--- src/hw/rtl/vector3_normalize_macros.svh ---
// assertion macros for the vector3_normalize block
`ifndef VECTOR3_NORMALIZE_MACROS_SVH
`define VECTOR3_NORMALIZE_MACROS_SVH

`ifndef SYNTHESIS
// same-cycle implication, checked out of reset
`define V3N_ASSERT_IMP(label, clk, rst_n, ante, cons) \
    label: assert property (@(posedge clk) disable iff (!rst_n) (ante) |-> (cons)) \
        else $error("assertion failed");
// next-cycle implication, checked out of reset
`define V3N_ASSERT_NXT(label, clk, rst_n, ante, cons) \
    label: assert property (@(posedge clk) disable iff (!rst_n) (ante) |=> (cons)) \
        else $error("assertion failed");
`else
`define V3N_ASSERT_IMP(label, clk, rst_n, ante, cons)
`define V3N_ASSERT_NXT(label, clk, rst_n, ante, cons)
`endif

`endif

--- src/hw/rtl/v3n_pkg.sv ---
// shared constants, types and helpers for the vector normalizer
`timescale 1ns / 1ps
package v3n_pkg;

    localparam int COMPONENT_WIDTH = 16;
    localparam int LANES           = 3;
    localparam int SUM_W           = 2 * COMPONENT_WIDTH;
    localparam int ROOT_W          = COMPONENT_WIDTH;
    localparam int UNIT_FRAC       = 14;
    localparam int QUOT_W          = UNIT_FRAC + 1;
    localparam int DIV_W           = ROOT_W + QUOT_W;
    localparam int OUT_W           = 16;
    localparam logic [OUT_W-1:0] MAG_MAX = '1;

    typedef logic [COMPONENT_WIDTH-1:0] comp_t;
    typedef logic [SUM_W-1:0]           sum_t;
    typedef logic [ROOT_W-1:0]          root_t;
    typedef logic [QUOT_W-1:0]          quot_t;
    typedef logic [DIV_W-1:0]           div_t;

    // absolute values and signs of the three components
    typedef struct packed {
        logic [LANES-1:0][COMPONENT_WIDTH-1:0] abs_val;
        logic [LANES-1:0]                      neg;
    } side_t;

    // magnitude clamp to the 16-bit output field
    function automatic logic [OUT_W-1:0] sat_mag(input root_t m);
        logic [OUT_W-1:0] r;
        if (64'(m) > 64'(MAG_MAX))
            r = MAG_MAX;
        else
            r = OUT_W'(m);
        return r;
    endfunction

endpackage

--- src/hw/rtl/v3n_sqsum.sv ---
// absolute value, squaring and sum of squares, three stages
`timescale 1ns / 1ps
module v3n_sqsum (
    input  logic                                  clk,
    input  logic                                  rst_n,
    input  logic                                  in_valid,
    output logic                                  in_ready,
    input  logic signed [v3n_pkg::COMPONENT_WIDTH-1:0] vec_x,
    input  logic signed [v3n_pkg::COMPONENT_WIDTH-1:0] vec_y,
    input  logic signed [v3n_pkg::COMPONENT_WIDTH-1:0] vec_z,
    output logic                                  out_valid,
    input  logic                                  out_ready,
    output v3n_pkg::sum_t                         sum,
    output v3n_pkg::side_t                        side
);
    import v3n_pkg::*;

    localparam int NSTG = 3;

    logic [NSTG-1:0] v_reg;
    logic [NSTG:0]   rdy;

    side_t side0_reg, side1_reg, side2_reg;
    side_t side0_next;
    sum_t  sq_reg [LANES];
    sum_t  sum_reg;
    comp_t comp_in [LANES];

    assign rdy[NSTG] = out_ready;
    genvar k;
    generate
        for (k = 0; k < NSTG; k++) begin : g_rdy
            assign rdy[k] = !v_reg[k] || rdy[k+1];
        end
    endgenerate

    assign comp_in[0] = comp_t'(vec_x);
    assign comp_in[1] = comp_t'(vec_y);
    assign comp_in[2] = comp_t'(vec_z);

    always_comb
    begin
        for (int l = 0; l < LANES; l++)
        begin
            side0_next.neg[l]     = comp_in[l][COMPONENT_WIDTH-1];
            side0_next.abs_val[l] = comp_in[l][COMPONENT_WIDTH-1]
                                  ? (~comp_in[l] + comp_t'(1)) : comp_in[l];
        end
    end

    always_ff @(posedge clk or negedge rst_n)
    begin
        if (!rst_n)
        begin
            v_reg <= '0;
        end
        else
        begin
            if (rdy[0])
                v_reg[0] <= in_valid;
            for (int s = 1; s < NSTG; s++)
            begin
                if (rdy[s])
                    v_reg[s] <= v_reg[s-1];
            end
        end
    end

    always_ff @(posedge clk)
    begin
        if (rdy[0])
            side0_reg <= side0_next;
        if (rdy[1])
        begin
            side1_reg <= side0_reg;
            for (int l = 0; l < LANES; l++)
                sq_reg[l] <= sum_t'(side0_reg.abs_val[l]) * sum_t'(side0_reg.abs_val[l]);
        end
        if (rdy[2])
        begin
            side2_reg <= side1_reg;
            sum_reg   <= sq_reg[0] + sq_reg[1] + sq_reg[2];
        end
    end

    assign in_ready  = rdy[0];
    assign out_valid = v_reg[NSTG-1];
    assign sum       = sum_reg;
    assign side      = side2_reg;

endmodule

--- config.mk ---
export PLATFORM = sky130hd
export DESIGN_NAME = v3n_sqsum
export DESIGN_NICKNAME = d
export VERILOG_FILES = /design/src/hw/rtl/vector3_normalize_macros.svh /design/src/hw/rtl/v3n_pkg.sv /design/src/hw/rtl/v3n_sqsum.sv
export SDC_FILE = /design/constraint.sdc
export NUM_CORES = 2
export LEC_CHECK = 0
export BUFFER_PORTS_ARGS = -buffer_cell sky130_fd_sc_hd__buf_2
export CAP_MARGIN = 20
export CORE_UTILIZATION = 55
export CTS_CLUSTER_SIZE = 40
export DETAILED_ROUTE_END_ITERATION = 8
export GPL_TIMING_DRIVEN = 0
export PLACE_DENSITY = 0.75
export SLEW_MARGIN = 20
export SYNTH_ARGS = -nofsm -noshare
export SYNTH_HDL_FRONTEND = slang
export SYNTH_SLANG_ARGS = --single-unit
--- constraint.sdc ---
create_clock -name clk -period 6.3 [get_ports clk]
set_input_delay 0.945 -clock clk [delete_from_list [all_inputs] [get_ports clk]]
set_output_delay 0.945 -clock clk [all_outputs]
set_load 0.05 [all_outputs]
==> impl_metrics.env <==
export IMPL_status="completed"
export IMPL_slowest_delay_ns=0.57
export IMPL_synth_seq_cells=278
export IMPL_dieArea_um2=61900
export IMPL_drtPass1Iterations=5
export IMPL_netlist_top_cells_count="inv_1, fa_1, ha_1, nand2_1, edfxtp_1"
export IMPL_fin_skew_ns=0.0175
export IMPL_place_detailed_hpwl_um=60000
export IMPL_fp_row_count=90
export IMPL_clk_pin_slew_ns=0.06
export IMPL_antenna_found_initial=0
export IMPL_holdWs_ns=0.169
export IMPL_yosys_area_top_type_share_pct=31.1
export IMPL_cp_arrival_ns=6.53
export IMPL_period_needed_ns=6.23
export IMPL_synth_cell_types=91
export IMPL_r2r_start="side0_reg[4]$_DFFE_PP_"
export IMPL_tns_ns=0
export IMPL_cp_slowest_cell="fa_1"
export IMPL_root_buffer="clkbuf_16"
export IMPL_cts_buffers=36
export IMPL_critPathMostFrequentCell="fa_1"
export IMPL_yosysWarnings=0
export IMPL_finalWorstSetupSlack_ns=0.0709
export IMPL_die_width_um=249
export IMPL_drive_above_1_share_pct=14.4
export IMPL_vias=23500
export IMPL_synth_cells=3206
export IMPL_async_flop_share_pct=1.08
export IMPL_yosysTopAreaCell="fa_1"
export IMPL_max_slew_margin_rel_pct=50.7
export IMPL_tightestPinTransition_ns=0.732
export IMPL_cap_viol_max_count=0
export IMPL_start_util_pct=55.6
export IMPL_gr_total_overflow=0
export IMPL_r2r_cells=21
export IMPL_ys_seq_area_share_pct=24.9
export IMPL_portBuffers=136
export IMPL_r2r_slack_ns=0.07
export IMPL_gp_congestion=0.932
export IMPL_hold_viol_final=0
export IMPL_ant_nets=0
export IMPL_crit_chain="buf_6, nand2_2, inv_1, fa_1, inv_1, fa_1, inv_2, fa_1, fa_1, fa_1, inv_2, fa_1, inv_2, ha_4, a21oi_2, o22ai_2, or3_4, o221ai_4, o21ai_2, a311o_1, xor2_1"
export IMPL_clock_sinks=278
export IMPL_drc=0
export IMPL_rsz0062_at_grt="true"
export IMPL_rr_endpoint="sq_reg[0][23]$_DFFE_PP_"
export IMPL_fp_dieH_um=249
export IMPL_worstSetupStartpointType="register"
export IMPL_cp_required_ns=6.61
export IMPL_grt_max_degree=50
export IMPL_post_drt_wl_per_cell_um=18.0
export IMPL_htreeDepth=2
export IMPL_synth_edf_count=275
export IMPL_holdBufCountCts=0
export IMPL_syn2layout_area_growth_pct=13.9
export IMPL_placeableCoreArea_um2=60200
export IMPL_fmax_mhz=161
export IMPL_wirelength_um=77900
export IMPL_fin_util_pct=63.4
export IMPL_initialDrtViolationCount=1485
export IMPL_vias_per_cell=5.43
export IMPL_synth_area_leaders="fa_1, edfxtp_1, ha_1"
export IMPL_fill_cells=4674
export IMPL_cts_tree="yes"
export IMPL_largest_register_ffs=90
export IMPL_critPathMaxFanout=10
export IMPL_nets=4414
export IMPL_synth_area_per_cell_um2=10.5
export IMPL_max_clock_path_buffers=3
export IMPL_ios=137
export IMPL_grt_first_pass_wirelength_um=125000
export IMPL_yosysMostFrequentCell="inv_1"
export IMPL_synthFlopType="edfxtp_1"
export IMPL_hp_class="primary input to async pin"
export IMPL_clk_insertion_delay_late_ns=0.57
export IMPL_critPathKind="register to register"
export IMPL_setup_viol=0
export IMPL_netlist_area_um2=33500
export IMPL_end_kind="register"
export IMPL_grt_pass1_vias=24000
export IMPL_period_share_pct=98.9
export IMPL_pre_cts_ws_ns=-0.668
export IMPL_finalMaxSlewViolations=0
export IMPL_track_usage_pct=25.6
==> how the worst max path moves through the flow <==
| stage | start | end | slack (ns) | depth (start not counted) |
|---|---|---|---|---|
| after global routing | side0_reg[3]$_DFFE_PP_ | sq_reg[0][23]$_DFFE_PP_ | -0.08 | 20 |
| final | side0_reg[4]$_DFFE_PP_ | sq_reg[0][23]$_DFFE_PP_ | 0.07 | 21 |
| after CTS | side0_reg[26]$_DFFE_PP_ | sq_reg[0][63]$_DFFE_PP_ | 0.001 | 21 |
| after floorplan | side0_reg[12]$_DFFE_PP_ | sq_reg[0][23]$_DFFE_PP_ | 0.19 | 23 |
| after global placement | out_ready | side1_reg[25]$_DFFE_PP_ | -2.19 | 2 |
| after detailed placement | side0_reg[4]$_DFFE_PP_ | sq_reg[0][23]$_DFFE_PP_ | -0.67 | 22 |
==> critical path: cells and delay by family (launching register included) <==
kind | cells | cell delay, ns
and+or+nand+nor | 2 | 0.49
AOI/OAI and AO/OA | 5 | 1.00
xor gates and xnor gates | 1 | 0.15
buffers and inverters | 6 | 0.49
DFF | 1 | 0.51
adders and majority gates | 7 | 3.35
==> layer usage <==
metal  routed length [um]  vias up  global-route usage (%)  part of all wire, %
li1                     -    10800                       -                    -
met1                32700    11700                    34.7                   42
met2                37600      792                    42.6                   48
met3                 5280      182                    3.95                  6.8
met4                 2370        0                    7.70                  3.0
met5                    0        -                       0                    0
==> cells by family (layout without fill, tap and decap cells) <==
kind of cell    count (synthesis)  count (layout)  share of synthesized area (%)
other cells                     1               4                         0.0112
fa+ha+maj                     849             849                           43.3
mux                             6               6                          0.190
buf+inv                       838            1171                           9.51
simple gates                  682             682                           9.84
xor+xnor                      176             176                           4.60
compound gates                376             376                           7.64
flops                         278             278                           24.9
==> stage by stage <==
stage,instance area [um2],std cells
finish,38200,4324
global route,38200,4323
CTS,37200,4254
detailed placement,35400,4142
global placement,35200,4126
floorplan,33500,3208
==> final cells by class <==
class	count	area (um2)	share of cell area, %
Clock inverter	27	279	0.731
Sequential cell	278	8330	21.8
Multi-Input combinational cell	2092	22400	58.6
Buffer	69	523	1.37
Inverter	760	2860	7.49
Tap cell	782	978	2.56
Clock buffer	39	933	2.45
Antenna cell	1	2.50	0.00656
Timing Repair Buffer	276	1880	4.91
==> layout by cell type (no fill, tap or decap), drive strengths merged, types with 15 or more instances in the layout <==
cell	count
fa	520
nand3	33
o21ai	65
buf	301
clkbuf	82
nor2	97
and3	16
nand2b	16
ha	329
o21bai	18
xnor2	126
and2	128
a31oi	20
inv	764
xor2	50
a21oi	108
nor2b	17
edfxtp	275
nand4	15
a21o	66
nand2	295
==> repair_timing <==
action	4_1_cts	5_1_grt
resized for setup	90	140
buffers inserted	51	73
cloned	0	0
endpoints found under the setup margin	51	33
pin swaps	5	44
Power is not shown: default switching activity piles up to over one toggle a cycle in this logic, so the estimate is an artifact.
