### config.mk
export PLATFORM = sky130hd
export DESIGN_NAME = v3n_div
export DESIGN_NICKNAME = d
export VERILOG_FILES = /design/src/hw/rtl/vector3_normalize_macros.svh /design/src/hw/rtl/v3n_pkg.sv /design/src/hw/rtl/v3n_div.sv
export SDC_FILE = /design/constraint.sdc
export NUM_CORES = 2
export LEC_CHECK = 0
export BUFFER_PORTS_ARGS = -buffer_cell sky130_fd_sc_hd__buf_2
export CAP_MARGIN = 20
export CORE_MARGIN = 2
export CORE_UTILIZATION = 66
export DETAILED_ROUTE_END_ITERATION = 12
export GPL_TIMING_DRIVEN = 0
export PLACE_DENSITY_LB_ADDON = 0.15
export SYNTH_ARGS = -nofsm -noshare
export SYNTH_HDL_FRONTEND = slang
export SYNTH_SLANG_ARGS = --single-unit
### constraint.sdc
create_clock -name clk -period 27.9 [get_ports clk]
set_input_delay 5.58 -clock clk [delete_from_list [all_inputs] [get_ports clk]]
set_output_delay 5.58 -clock clk [all_outputs]
set_load 0.05 [all_outputs]
### src/hw/rtl/vector3_normalize_macros.svh
// assertion macros for the vector3_normalize block
`ifndef VECTOR3_NORMALIZE_MACROS_SVH
`define VECTOR3_NORMALIZE_MACROS_SVH

`ifndef SYNTHESIS
// same-cycle implication, checked out of reset
`define V3N_ASSERT_IMP(label, clk, rst_n, ante, cons) \
    label: assert property (@(posedge clk) disable iff (!rst_n) (ante) |-> (cons)) \
        else $error("assertion failed");
// next-cycle implication, checked out of reset
`define V3N_ASSERT_NXT(label, clk, rst_n, ante, cons) \
    label: assert property (@(posedge clk) disable iff (!rst_n) (ante) |=> (cons)) \
        else $error("assertion failed");
`else
`define V3N_ASSERT_IMP(label, clk, rst_n, ante, cons)
`define V3N_ASSERT_NXT(label, clk, rst_n, ante, cons)
`endif

`endif

### src/hw/rtl/v3n_pkg.sv
// shared constants, types and helpers for the vector normalizer
`timescale 1ns / 1ps
package v3n_pkg;

    localparam int COMPONENT_WIDTH = 16;
    localparam int LANES           = 3;
    localparam int SUM_W           = 2 * COMPONENT_WIDTH;
    localparam int ROOT_W          = COMPONENT_WIDTH;
    localparam int UNIT_FRAC       = 14;
    localparam int QUOT_W          = UNIT_FRAC + 1;
    localparam int DIV_W           = ROOT_W + QUOT_W;
    localparam int OUT_W           = 16;
    localparam logic [OUT_W-1:0] MAG_MAX = '1;

    typedef logic [COMPONENT_WIDTH-1:0] comp_t;
    typedef logic [SUM_W-1:0]           sum_t;
    typedef logic [ROOT_W-1:0]          root_t;
    typedef logic [QUOT_W-1:0]          quot_t;
    typedef logic [DIV_W-1:0]           div_t;

    // absolute values and signs of the three components
    typedef struct packed {
        logic [LANES-1:0][COMPONENT_WIDTH-1:0] abs_val;
        logic [LANES-1:0]                      neg;
    } side_t;

    // magnitude clamp to the 16-bit output field
    function automatic logic [OUT_W-1:0] sat_mag(input root_t m);
        logic [OUT_W-1:0] r;
        if (64'(m) > 64'(MAG_MAX))
            r = MAG_MAX;
        else
            r = OUT_W'(m);
        return r;
    endfunction

endpackage

### src/hw/rtl/v3n_div.sv
// three-lane pipelined restoring divider, one quotient bit per stage
`timescale 1ns / 1ps
module v3n_div (
    input  logic                              clk,
    input  logic                              rst_n,
    input  logic                              in_valid,
    output logic                              in_ready,
    input  v3n_pkg::root_t                    mag_in,
    input  v3n_pkg::side_t                    side_in,
    output logic                              out_valid,
    input  logic                              out_ready,
    output v3n_pkg::root_t                    mag_out,
    output logic [v3n_pkg::LANES-1:0]         neg_out,
    output logic [v3n_pkg::LANES-1:0][v3n_pkg::QUOT_W-1:0] quot_out
);
    import v3n_pkg::*;

    localparam int NSTG = QUOT_W;

    logic [NSTG-1:0] v_reg;
    logic [NSTG:0]   rdy;

    root_t            mag_reg [NSTG];
    logic [LANES-1:0] neg_reg [NSTG];

    assign rdy[NSTG] = out_ready;

    genvar k, l;
    generate
        for (k = 0; k < NSTG; k++) begin : g_stage
            root_t            mag_prev;
            logic [LANES-1:0] neg_prev;

            assign rdy[k] = !v_reg[k] || rdy[k+1];

            if (k == 0) begin : g_first
                assign mag_prev = mag_in;
                assign neg_prev = side_in.neg;
            end else begin : g_next
                assign mag_prev = mag_reg[k-1];
                assign neg_prev = neg_reg[k-1];
            end

            always_ff @(posedge clk)
            begin
                if (rdy[k])
                begin
                    mag_reg[k] <= mag_prev;
                    neg_reg[k] <= neg_prev;
                end
            end
        end

        for (l = 0; l < LANES; l++) begin : g_lane
            div_t  rem_reg  [NSTG];
            quot_t quot_reg [NSTG];

            for (k = 0; k < NSTG; k++) begin : g_bit
                localparam int BIT = NSTG - 1 - k;
                div_t  rem_prev;
                quot_t quot_prev;
                div_t  dshift;
                logic  take;

                if (k == 0) begin : g_first
                    assign rem_prev  = div_t'(side_in.abs_val[l]) << UNIT_FRAC;
                    assign quot_prev = '0;
                    assign dshift    = div_t'(mag_in) << BIT;
                end else begin : g_next
                    assign rem_prev  = rem_reg[k-1];
                    assign quot_prev = quot_reg[k-1];
                    assign dshift    = div_t'(mag_reg[k-1]) << BIT;
                end

                assign take = rem_prev >= dshift;

                always_ff @(posedge clk)
                begin
                    if (rdy[k])
                    begin
                        rem_reg[k]  <= take ? (rem_prev - dshift) : rem_prev;
                        quot_reg[k] <= take ? (quot_prev | (quot_t'(1) << BIT)) : quot_prev;
                    end
                end
            end

            assign quot_out[l] = quot_reg[NSTG-1];
        end
    endgenerate

    always_ff @(posedge clk or negedge rst_n)
    begin
        if (!rst_n)
        begin
            v_reg <= '0;
        end
        else
        begin
            if (rdy[0])
                v_reg[0] <= in_valid;
            for (int s = 1; s < NSTG; s++)
            begin
                if (rdy[s])
                    v_reg[s] <= v_reg[s-1];
            end
        end
    end

    assign in_ready  = rdy[0];
    assign out_valid = v_reg[NSTG-1];
    assign mag_out   = mag_reg[NSTG-1];
    assign neg_out   = neg_reg[NSTG-1];

endmodule

==> reports/metrics.cfg <==
[synthesis]
yosys.area_share.simple = 0.127
synth_compound_area_frac = 0.134
synth-main-ff-cell = edfxtp_1
synth-seq-cells = 1647
synth_fp_nets = 9232
synth_edf_count = 1632
synth_area_um2 = 94400
synth_largest_area_cell = edfxtp_1
synth_fa_ha_area_frac = 0.104
synth_top_family_by_area = compound AO/OA/AOI/OAI gates
synth_mux_area_frac = 0.0163
syn_avg_cell_area_um2 = 11.2
ys_top_cells_by_area = edfxtp_1 52%, ha_1 9.5%, xnor2_1 4.0%, o21ai_0 3.2%, xor2_1 3.1%
yosysTopAreaCellShare = 0.519
ys_top_cells_by_count = 1,632 x edfxtp_1, 717 x ha_1, 649 x nor2_1
ys_seq_area_frac = 0.523
synth_cell_type_count = 92
synthArstFlopShare = 0.00911
yosysMostFrequentCell = edfxtp_1
synth_xor_area_frac = 0.0715
synthCells = 8402
yosysWarnings = 0

[floorplan]
start_util = 0.666
die_x_um = 382
num_rows = 138
die_y_um = 382
pin_count = 137
die-area_um2 = 146000
core_um2 = 142000

[drt]
viasPerCell = 6.34
dr_total_vias = 68200
routed_wl_um = 253000
wl_per_cell_um = 23.5
drt_iter0_drc = 6618
drt_first_pass_iters = 8
drc = 0
antenna_left = 0

[placement]
placed_cell_area_um2 = 98000
routabilityCongestion = 1.01
hpwlAfterDp_um = 194000
io_buffers = 136

[global_route]
antenna_found_initial = 5
grt_max_degree = 105
grt_first_pass_wirelength_um = 383000
grt_pass1_vias = 66500
grt_usage = 0.343
globalRouteOverflowTotal = 0

[critical_path]
crit_arrival_ns = 9.92
slowest_delay_ns = 0.56
worst_setup_path_start_kind = input port
crit_fanout = 69
path_buf_inv = 4
crit_family = simple AND/OR/NAND/NOR gates
worstSetupPathType = input port to primary output
worstPathRequired_ns = 22.32
slowest_stage = nor2_1
cp-end-kind = primary output
path_cells = buf_2 > nand2b_4 > nor2_1 > inv_6 > nor2_1 > and2_1 > and3_1 > and2_1 > nand4_1 > nor2_1 > nand3_4 > buf_16 > buf_2
crit_top_cell = nor2_1

[timing]
finalSetupViolations = 0
period_share = 0.556
timing.fmax_mhz = 64.5
finalSetupTns_ns = 0
finClkSkew_ns = 0.0734
final-max-slew-violation-count = 0
rsz0062_at_grt = false
worstMarginPinSlew_ns = 1.08
hold_violations = 0
period_needed_ns = 15.50
relSlewSlack = 0.277

[layout]
drive_gt1_frac = 0.0713
areaGrowthSynthToFinish_pct = 10.1
nFillCells = 9468
utilization = 0.733
largest_register_ffs = 987
regArea_um2 = 49400
final_area_um2 = 104000
multi_input_area_um2 = 42800
nets = 9559

[cts]
ctsLongestPathBuffers = 3
cts_tree = built
ctsHoldBuffers = 0
cts_setup_buffers = 0
cts_root_buf = clkbuf_16
clock_sinks = 1647
clk_latency_ns = 0.85
clk_pin_slew_worst_paths_ns = 0.07
numCtsBuffers = 166
cts-htree-levels = 4
cts_resized = 0

[min_path]
hp-class = register to register

[pwr]
p_leak_nw = 40.5
powerDensity_nw_per_um2 = 121
ir_worst_vdd_v = 0.0000896

[status]
outcome = completed

[job]
cap_violations = 0

[area by class of cell]
| cell class | instances | area share |
|---|---|---|
| clock buffer | 188 | 0.0408 |
| timing repair buffer | 159 | 0.0117 |
| antenna | 3 | 0.0000723 |
| sequential | 1647 | 0.475 |
| tap | 1890 | 0.0228 |
| multi-input combinational | 6161 | 0.412 |
| inverter | 457 | 0.0167 |
| clock inverter | 121 | 0.0154 |
| buffer | 137 | 0.00528 |
[cell usage in the layout, fill, tap and decap left out, types with 120 or more instances in the layout]
master	netlist	routed
a21o_1	224	224
o21a_1	124	124
xor2_1	338	338
clkbuf_1	107	129
mux2_2	127	127
nand2_1	629	625
nor2b_1	120	120
buf_2	12	148
nor2_1	649	649
nor3_1	203	203
clkbuf_16	0	166
ha_1	717	717
o21ai_0	595	595
a21oi_1	583	583
inv_1	450	444
nand3_1	144	141
edfxtp_1	1632	1632
nand2b_1	178	177
xnor2_1	432	432
[worst reg2reg max path: stages, from the launching register on]
cell and delay [ns]:
edfxtp_1 0.45, inv_1 0.27, ha_1 0.34, and3_1 0.24
a221oi_1 0.36, nor2b_1 0.12, o21ai_0 0.20, a21oi_1 0.11
a211o_1 0.30, nor2_1 0.49, clkinv_1 0.46, clkbuf_1 0.53
a21oi_1 0.55
[per-stage QoR]
stage | worst slack [ns] | instances | total power (W) | hold slack [ns]
final | 12.40 | 10800 | 0.0126 | 0.358
after global routing | 12.16 | 10800 | 0.0133 | 0.365
after CTS | 12.38 | 10800 | 0.0125 | 0.363
after detailed placement | 12.56 | 10500 | 0.0100 | 0.405
after global placement | 1.88 | 10400 | 0.00990 | 0.401
after floorplan | 6.52 | 8402 | 0.00851 | 0.400
[logic make-up (layout without fill, tap and decap cells)]
| family | after synthesis | in the layout |
|---|---|---|
| simple gates | 2449 | 2449 |
| compound gates | 2045 | 2045 |
| flops | 1647 | 1647 |
| xor+xnor | 770 | 770 |
| fa+ha+maj | 759 | 759 |
| buf+inv | 594 | 1062 |
| mux | 138 | 138 |
| other cells | 0 | 3 |
[power by group]
| part | switching (W) | leakage, nW | total (W) | internal [W] |
|---|---|---|---|---|
| sequential | 0.000723 | 16.4 | 0.00479 | 0.00407 |
| combinational | 0.00314 | 21.2 | 0.00541 | 0.00227 |
| clock | 0.000997 | 2.80 | 0.00236 | 0.00136 |
| total | 0.00486 | 40.5 | 0.0126 | 0.00770 |
[per-layer routing]
metal  global-route usage  share of wire  vias up  routed length [um]
met5                    0       0.000016        -                   4
li1                     -              -    31900                   -
met1                0.408           0.37    32700               94900
met3               0.0471          0.063      740               16100
met2                0.605           0.50     2903              127000
met4                0.183          0.061        2               15300
[final timing paths]
check	depth (start not counted)	slack (ns)	startpoint	end
worst max-delay path	13	12.40	out_ready	in_ready
worst min-delay path	0	0.36	g_lane[0].quot_reg[0][84]	g_lane[0].quot_reg[0][99]
worst max register to register	12	23.21	mag_reg[0][41]	g_lane[1].rem_reg[0][113]
worst min register to register	0	0.36	g_lane[0].quot_reg[0][84]	g_lane[0].quot_reg[0][99]
max in group asynchronous	1	23.00	rst_n	v_reg[9]
min in group asynchronous	1	4.63	rst_n	v_reg[11]
No activity file was read; power rests on OpenSTA's default activity.
