File: src/hw/rtl/vector3_normalize_macros.svh
// assertion macros for the vector3_normalize block
`ifndef VECTOR3_NORMALIZE_MACROS_SVH
`define VECTOR3_NORMALIZE_MACROS_SVH

`ifndef SYNTHESIS
// same-cycle implication, checked out of reset
`define V3N_ASSERT_IMP(label, clk, rst_n, ante, cons) \
    label: assert property (@(posedge clk) disable iff (!rst_n) (ante) |-> (cons)) \
        else $error("assertion failed");
// next-cycle implication, checked out of reset
`define V3N_ASSERT_NXT(label, clk, rst_n, ante, cons) \
    label: assert property (@(posedge clk) disable iff (!rst_n) (ante) |=> (cons)) \
        else $error("assertion failed");
`else
`define V3N_ASSERT_IMP(label, clk, rst_n, ante, cons)
`define V3N_ASSERT_NXT(label, clk, rst_n, ante, cons)
`endif

`endif

File: src/hw/rtl/v3n_pkg.sv
// shared constants, types and helpers for the vector normalizer
`timescale 1ns / 1ps
package v3n_pkg;

    localparam int COMPONENT_WIDTH = 16;
    localparam int LANES           = 3;
    localparam int SUM_W           = 2 * COMPONENT_WIDTH;
    localparam int ROOT_W          = COMPONENT_WIDTH;
    localparam int UNIT_FRAC       = 14;
    localparam int QUOT_W          = UNIT_FRAC + 1;
    localparam int DIV_W           = ROOT_W + QUOT_W;
    localparam int OUT_W           = 16;
    localparam logic [OUT_W-1:0] MAG_MAX = '1;

    typedef logic [COMPONENT_WIDTH-1:0] comp_t;
    typedef logic [SUM_W-1:0]           sum_t;
    typedef logic [ROOT_W-1:0]          root_t;
    typedef logic [QUOT_W-1:0]          quot_t;
    typedef logic [DIV_W-1:0]           div_t;

    // absolute values and signs of the three components
    typedef struct packed {
        logic [LANES-1:0][COMPONENT_WIDTH-1:0] abs_val;
        logic [LANES-1:0]                      neg;
    } side_t;

    // magnitude clamp to the 16-bit output field
    function automatic logic [OUT_W-1:0] sat_mag(input root_t m);
        logic [OUT_W-1:0] r;
        if (64'(m) > 64'(MAG_MAX))
            r = MAG_MAX;
        else
            r = OUT_W'(m);
        return r;
    endfunction

endpackage

File: src/hw/rtl/v3n_sqrt.sv
// pipelined integer square root, one result bit per stage
`timescale 1ns / 1ps
module v3n_sqrt (
    input  logic           clk,
    input  logic           rst_n,
    input  logic           in_valid,
    output logic           in_ready,
    input  v3n_pkg::sum_t  sum,
    input  v3n_pkg::side_t side_in,
    output logic           out_valid,
    input  logic           out_ready,
    output v3n_pkg::root_t mag,
    output v3n_pkg::side_t side_out
);
    import v3n_pkg::*;

    localparam int NSTG = ROOT_W;

    logic [NSTG-1:0] v_reg;
    logic [NSTG:0]   rdy;

    sum_t  rem_reg  [NSTG];
    root_t root_reg [NSTG];
    side_t side_reg [NSTG];

    assign rdy[NSTG] = out_ready;

    genvar k;
    generate
        for (k = 0; k < NSTG; k++) begin : g_stage
            localparam int BIT = NSTG - 1 - k;
            sum_t  rem_prev;
            root_t root_prev;
            side_t side_prev;
            sum_t  trial;
            logic  take;

            assign rdy[k] = !v_reg[k] || rdy[k+1];

            if (k == 0) begin : g_first
                assign rem_prev  = sum;
                assign root_prev = '0;
                assign side_prev = side_in;
            end else begin : g_next
                assign rem_prev  = rem_reg[k-1];
                assign root_prev = root_reg[k-1];
                assign side_prev = side_reg[k-1];
            end

            // (root + 2^i)^2 - root^2
            assign trial = (sum_t'(root_prev) << (BIT + 1)) | (sum_t'(1) << (2 * BIT));
            assign take  = rem_prev >= trial;

            always_ff @(posedge clk)
            begin
                if (rdy[k])
                begin
                    rem_reg[k]  <= take ? (rem_prev - trial) : rem_prev;
                    root_reg[k] <= take ? (root_prev | (root_t'(1) << BIT)) : root_prev;
                    side_reg[k] <= side_prev;
                end
            end
        end
    endgenerate

    always_ff @(posedge clk or negedge rst_n)
    begin
        if (!rst_n)
        begin
            v_reg <= '0;
        end
        else
        begin
            if (rdy[0])
                v_reg[0] <= in_valid;
            for (int s = 1; s < NSTG; s++)
            begin
                if (rdy[s])
                    v_reg[s] <= v_reg[s-1];
            end
        end
    end

    assign in_ready  = rdy[0];
    assign out_valid = v_reg[NSTG-1];
    assign mag       = root_reg[NSTG-1];
    assign side_out  = side_reg[NSTG-1];

endmodule

File: config.mk
export PLATFORM = sky130hd
export DESIGN_NAME = v3n_sqrt
export DESIGN_NICKNAME = d
export VERILOG_FILES = /design/src/hw/rtl/vector3_normalize_macros.svh /design/src/hw/rtl/v3n_pkg.sv /design/src/hw/rtl/v3n_sqrt.sv
export SDC_FILE = /design/constraint.sdc
export NUM_CORES = 1
export LEC_CHECK = 0
export BUFFER_PORTS_ARGS = -buffer_cell sky130_fd_sc_hd__buf_2
export CORE_MARGIN = 2
export CORE_UTILIZATION = 53
export DETAILED_ROUTE_END_ITERATION = 6
export MAX_ROUTING_LAYER = met4
export PLACE_DENSITY_LB_ADDON = 0.2
export SLEW_MARGIN = 0
export SYNTH_ARGS = -nofsm -noshare
export SYNTH_HDL_FRONTEND = slang
export SYNTH_SLANG_ARGS = --single-unit
File: constraint.sdc
create_clock -name clk -period 14.76 [get_ports clk]
set_clock_uncertainty 0.2 [all_clocks]
set_input_delay 1.476 -clock clk [delete_from_list [all_inputs] [get_ports clk]]
set_output_delay 1.476 -clock clk [all_outputs]
set_load 0.01 [all_outputs]
==> impl_metrics.csv, run 1 <==
group,metric,value,unit
detailed_routing,routed_via_density,5.23,
cells_and_area,final_nets,3594,
timing,setup_violations,0,
global_route,grt_pass1_vias,26400,
cells_and_area,final_common_cell,"edfxtp_1",
cells_and_area,area_delta_synth_final,13.4,%
pwr,pwr-share-clk,0.305,
outcome,status,"finished, final reports clean",
timing,period_needed,7.87,ns
global_route,grt_start_max_net_pins,96,
clock_tree,cts.hold.buffers_added,0,
job,maxCapViolations,0,
logic_synthesis,ys_types,83,
worst_setup_path,path_class,"in -> out",
logic_synthesis,synth_area,54000,um2
detailed_routing,drt_iter0_drc,1842,
timing,max_freq,127,MHz
cells_and_area,final_cells,4841,
logic_synthesis,synthCells,3063,
worst_setup_path,worstPathRequired,13.08,ns
global_route,grt.overflow.total,0,
clock_tree,cts_setup_buffers,0,
timing,fin_tns_setup,0,ns
global_route,grt_antenna_before_repair,2,
timing,finalCritPeriodShare,0.533,
worst_setup_path,startpoint_type,"input port",
logic_synthesis,async_flop_share,0.0110,
worst_setup_path,crit_fanout,86,
pwr,combPwrFrac,0.162,
timing,rsz0062_at_grt,"no",
detailed_routing,routedWlPerCell,17.6,um
detailed_routing,drt-pass1-iter-count,7,
clock_tree,clkLatencyLatePin,0.74,ns
logic_synthesis,synth_edf_count,1432,
pwr,peakVddDrop,0.130,mV
placement,io_buffers,155,
worst_setup_path,arrival,6.19,ns
detailed_routing,wl,85200,um
cells_and_area,layout_common_cells,"edfxtp_1 (1432), inv_1 (178), buf_2 (155)",
global_route,grt_pass1_wl,138000,um
pwr,switching_share,0.259,
clock_tree,cts_buffers,143,
detailed_routing,antenna_left,0,
cells_and_area,largest_reg_flops,816,
clock_tree,clock_sinks,1448,
timing,hold_viol_final,0,
floorplanning,die_area,104000,um2
timing,max_slew_margin,0.203,
detailed_routing,vias,25300,
pwr,seqPwrFrac,0.533,
floorplanning,rows,117,
logic_synthesis,ys.flop_type,"edfxtp_1",
clock_tree,htreeDepth,4,
clock_tree,cts_buffer_depth,3,
floorplanning,start_util,0.532,
pwr,power.density,188,nW/um2
logic_synthesis,yosys_warnings,0,
logic_synthesis,yosysSeqAreaShare,0.804,
logic_synthesis,syn_avg_cell_area,17.6,um2
placement,dp.cells,4580,
clock_tree,cts_tree,"done",
timing,worstMarginPinSlew,1.20,ns
placement,gp_congestion,0.899,
clock_tree,clkTransAtPathRegs,0.06,ns
worst_setup_path,reg2reg_depth,8,
floorplanning,io_pins,156,
cells_and_area,fin_area,61200,um2
placement,placed_area,56600,um2
pwr,p_switching,0.00297,W
timing,slew_viol_final,0,
clock_tree,cts_resized,0,
cells_and_area,layout-drive-gt1-share,0.128,
worst_setup_path,cp-end-kind,"output port",
pwr,p_leak,23.2,nW
clock_tree,cts_root_buffer,"clkbuf_16",
global_route,grt_usage,0.175,
placement,dp.final_hpwl,59200,um
floorplanning,fp.dieW,323,um
floorplanning,coreArea,101000,um2
logic_synthesis,syn_nets,3300,
hold_path,whs_path_depth,0,
logic_synthesis,ys_seq_elements,1448,
hold_path,hp-class,"reg -> reg",
detailed_routing,drc_errors,0,
floorplanning,die_h,323,um
pwr,p_int,0.00851,W
-- cell type report --
type                    count  area (um2)
multi-input cells        1406        9900
fillers                  7293       40200
repair buffers            174         918
well taps                1368        1710
clock buffers             189        3930
flip-flops and latches   1448       43400
clock inverters            71         688
diodes                      1        2.50
inverters                 184         698
-- routing by layer --
layer	vias to the layer above	track usage	wire length, um
li1	12400	-	-
met1	12200	0.206	35300
met2	573	0.294	43300
met3	200	0.0317	3420
met4	0	0.0781	3210
met5	-	-	0
-- stage by stage --
| stage | setup slack [ns] | util | power (W) | hold WS (ns) |
|---|---|---|---|---|
| final | 6.89 | 0.604 | 0.0115 | 0.201 |
| after global routing | 6.47 | 0.604 | 0.0121 | 0.218 |
| after CTS | 6.83 | 0.604 | 0.0116 | 0.201 |
| after detailed placement | 6.87 | 0.558 | 0.00806 | 0.205 |
| after global placement | 7.13 | 0.558 | 0.00796 | 0.200 |
| after floorplan | 2.64 | - | 0.00746 | 0.200 |
-- power groups by stage --
stage / Clock [W] / Combinational, W / Sequential [W]
6_report: 0.00350 / 0.00186 / 0.00613
5_1_grt: 0.00375 / 0.00209 / 0.00622
4_1_cts: 0.00359 / 0.00186 / 0.00613
3_5_place_dp: 0 / 0.00185 / 0.00621
3_3_place_gp: 0 / 0.00178 / 0.00618
2_1_floorplan: 0 / 0.00140 / 0.00606
-- final timing paths --
kind                                       startpoint                    endpoint  slack [ns]
max in group asynchronous                       rst_n       v_reg[15]$_DFFE_PN0P_       13.40
hold reg to reg            side_reg[0][223]$_DFFE_PP_  side_reg[0][274]$_DFFE_PP_        0.20
hold / removal             side_reg[0][223]$_DFFE_PP_  side_reg[0][274]$_DFFE_PP_        0.20
setup / recovery                            out_ready                    in_ready        6.89
setup reg to reg                v_reg[15]$_DFFE_PN0P_   rem_reg[0][221]$_DFFE_PP_        9.13
min in group asynchronous                       rst_n        v_reg[0]$_DFFE_PN0P_        0.54
-- worst max-delay path: stages --
cell	delay, ns
buf_2	0.10
nand2b_4	0.56
nor2_1	0.68
inv_4	0.30
nor2_1	0.58
nand3_4	0.56
nor3_1	0.92
nand3_4	0.09
buf_4	0.39
buf_2	0.32
-- cell families after synthesis --
family                     Yosys count  share of synthesized area
AOI/OAI and AO/OA                  379                     0.0445
xor gates and xnor gates           198                     0.0321
adders and majority gates          150                     0.0347
buffers and inverters              209                     0.0150
DFF                               1448                      0.804
muxes                               22                    0.00449
and+or+nand+nor                    657                     0.0656
-- cells in the mapped netlist (all sizes together) (4+ instances only) --
library cell | instances | area, um2
o21bai | 11 | 82.6
o21ai | 106 | 534
o21a | 24 | 180
nor3b | 7 | 62.6
nand4 | 33 | 206
or2 | 9 | 56.3
dfrtp | 16 | 400
nand3b | 15 | 116
o211ai | 7 | 52.6
nor3 | 58 | 307
a21boi | 4 | 33.8
xor2 | 86 | 753
nor4 | 80 | 543
nor2b | 16 | 100
mux2 | 18 | 203
a21oi | 108 | 541
xnor2 | 112 | 981
a2111oi | 4 | 41.3
nand3 | 37 | 190
and2 | 7 | 43.8
or4 | 11 | 82.6
o31ai | 13 | 97.6
inv | 184 | 691
and4 | 6 | 52.6
edfxtp | 1432 | 43000
a211oi | 19 | 143
a31oi | 9 | 62.6
a311oi | 6 | 58.8
mux2i | 4 | 40.0
buf | 12 | 68.8
ha | 150 | 1880
nor2 | 144 | 541
nand2 | 126 | 473
and3 | 8 | 50.1
or3 | 22 | 148
o31a | 5 | 43.8
clkbuf | 13 | 48.8
nand2b | 49 | 307
a21o | 31 | 233
nor4b | 12 | 105
o22ai | 6 | 43.8
nand4b | 6 | 52.6
No activity file was read; power rests on OpenSTA's default activity.
==> inputs of run 2 (changes only) <==
==> constraint.sdc (replaced) <==
create_clock -name clk -period 7.5 [get_ports clk]
set_clock_uncertainty 0.2 [all_clocks]
set_input_delay 0.75 -clock clk [delete_from_list [all_inputs] [get_ports clk]]
set_output_delay 0.75 -clock clk [all_outputs]
set_load 0.01 [all_outputs]
==> run 2 against run 1 <==
The flow now finishes with violations (DRC). First-iteration DRC count up 1.6%. Die area is the same. Non-clock buffer count rose by 85. Total power grew 96%. Cell area grew 1.2%. Via count is 2.1% higher.
==> impl_metrics.csv, run 2 (synthesis gave the netlist of run 1 again) <==
group,metric,value,unit
cells_and_area,final_common_cell,"edfxtp_1",
cells_and_area,largest_reg_flops,816,
hold_path,hp-class,"in -> reg",
floorplanning,die_h,323,um
clock_tree,cts_buffer_depth,3,
timing,period_needed,4.77,ns
worst_setup_path,timing.rr.end,"rem_reg[0][84]$_DFFE_PP_",
detailed_routing,drc_errors,1,
cells_and_area,nFillCells,7159,
detailed_routing,drt-pass1-iter-count,7,
worst_setup_path,worstReg2RegStart,"v_reg[15]$_DFFE_PN0P_",
detailed_routing,drt_iter0_drc,1871,
cells_and_area,final_nets,3679,
pwr,peakVddDrop,0.214,mV
clock_tree,cts_buffers,143,
clock_tree,clock_sinks,1448,
timing,rsz0062_at_grt,"no",
worst_setup_path,cp-end-kind,"register",
placement,io_buffers,155,
detailed_routing,vias,25800,
placement,gp_congestion,0.905,
hold_path,holdPathEnd,"side_reg[1][391]$_DFFE_PP_",
detailed_routing,routed_via_density,5.25,
worst_setup_path,r2r_slack,2.73,ns
timing,finalCritPeriodShare,0.636,
worst_setup_path,reg2reg_depth,8,
placement,dp.cells,4582,
worst_setup_path,startpoint_type,"register",
global_route,grt_pass1_wl,140000,um
clock_tree,cts_tree,"done",
global_route,grt_start_max_net_pins,96,
cells_and_area,layout_common_cells,"edfxtp_1 (1432), inv_1 (178), buf_2 (155)",
global_route,grt_pass1_vias,27100,
timing,hold_viol_final,0,
cells_and_area,area_delta_synth_final,14.8,%
clock_tree,cts_root_buffer,"clkbuf_16",
hold_path,worstHoldStart,"out_ready",
clock_tree,clkLatencyLatePin,0.75,ns
floorplanning,rows,117,
timing,max_slew_margin,0.184,
clock_tree,cts.hold.buffers_added,83,
outcome,failed_checks,"DRC",
worst_setup_path,crit_fanout,59,
cells_and_area,final_cells,4921,
global_route,grt_usage,0.177,
worst_setup_path,path_class,"reg -> reg",
floorplanning,coreArea,101000,um2
cells_and_area,layout-drive-gt1-share,0.125,
floorplanning,start_util,0.532,
floorplanning,fp.dieW,323,um
hold_path,whs_path_depth,2,
timing,setup_violations,0,
detailed_routing,routedWlPerCell,17.6,um
global_route,grt.overflow.total,0,
pwr,p_leak,23.5,nW
pwr,power.density,363,nW/um2
worst_setup_path,worstPathRequired,7.67,ns
outcome,status,"finished with violations",
floorplanning,die_area,104000,um2
global_route,grt_antenna_before_repair,0,
job,maxCapViolations,0,
timing,fin_tns_setup,0,ns
clock_tree,cts_setup_buffers,0,
worst_setup_path,arrival,4.94,ns
clock_tree,htreeDepth,4,
placement,dp.final_hpwl,59600,um
clock_tree,cts_resized,0,
floorplanning,io_pins,156,
clock_tree,clkTransAtPathRegs,0.07,ns
timing,slew_viol_final,0,
cells_and_area,diodes,0,
detailed_routing,antenna_left,0,
timing,max_freq,210,MHz
detailed_routing,wl,86600,um
timing,worstMarginPinSlew,1.22,ns
==> run 2: cell types whose count changed in the layout (fill, tap and decap cells not counted), sizes merged <==
cell / previous run / this run
dlygate4sd3: 0 / 83
clkinv: 57 / 53
clkbuf: 189 / 191
diode: 1 / 0
bufinv: 10 / 7
buf: 174 / 176
clkinvlp: 2 / 3
==> run 2: worst max path at each step <==
| stage | from | endpoint | cells past startpoint |
|---|---|---|---|
| after CTS | v_reg[15]$_DFFE_PN0P_ | in_ready | 8 |
| after floorplan | out_ready | rem_reg[1][0]$_DFFE_PP_ | 5 |
| after detailed placement | out_ready | rem_reg[0][88]$_DFFE_PP_ | 9 |
| after global placement | out_ready | rem_reg[0][88]$_DFFE_PP_ | 9 |
| after global routing | v_reg[15]$_DFFE_PN0P_ | rem_reg[0][87]$_DFFE_PP_ | 8 |
| final | v_reg[15]$_DFFE_PN0P_ | rem_reg[0][84]$_DFFE_PP_ | 8 |
==> run 2: power breakdown <==
group | total (W) | leakage [nW] | internal [W] | switching, W
clock | 0.00678 | 2.22 | 0.00394 | 0.00284
combinational | 0.00369 | 6.45 | 0.00157 | 0.00212
sequential | 0.0120 | 14.8 | 0.0112 | 0.000870
total | 0.0225 | 23.5 | 0.0167 | 0.00583
==> run 2: routing by layer <==
layer  wire, um  global-route usage
met5          0                   -
met4       3200              0.0747
met3       3660              0.0337
met2      45000               0.306
met1      34700               0.202
==> run 2: cell type report <==
class | count | area (um2) | share of cell area
clock buffers | 191 | 3940 | 0.0635
clock inverters | 65 | 587 | 0.00946
inverters | 184 | 699 | 0.0113
multi-input cells | 1406 | 9910 | 0.160
flip-flops and latches | 1448 | 43400 | 0.700
well taps | 1368 | 1710 | 0.0276
repair buffers | 259 | 1760 | 0.0285
==> run 2: stage by stage <==
stage / power, W / setup WS (ns) / hold slack, ns / instance area, um2 / util
final: 0.0225 / 2.73 / 0.158 / 62000 / 0.611
after detailed placement: 0.0159 / 2.34 / 0.205 / 56700 / 0.558
after floorplan: 0.0147 / -0.0830 / 0.200 / 54100 / -
after global routing: 0.0237 / 2.49 / 0.122 / 62000 / 0.611
after CTS: 0.0227 / 2.71 / 0.112 / 62000 / 0.611
after global placement: 0.0156 / 2.43 / 0.203 / 56700 / 0.558
==> run 2: worst max-delay path: stages, from the launching register on <==
cell        delay (ns)
dfrtp_1           0.41
nand2b_4          0.09
nor2_4            0.19
clkinvlp_4        0.14
nor2_1            0.48
nand3_4           0.36
nor3_1            1.05
clkinv_2          0.82
buf_4             0.56
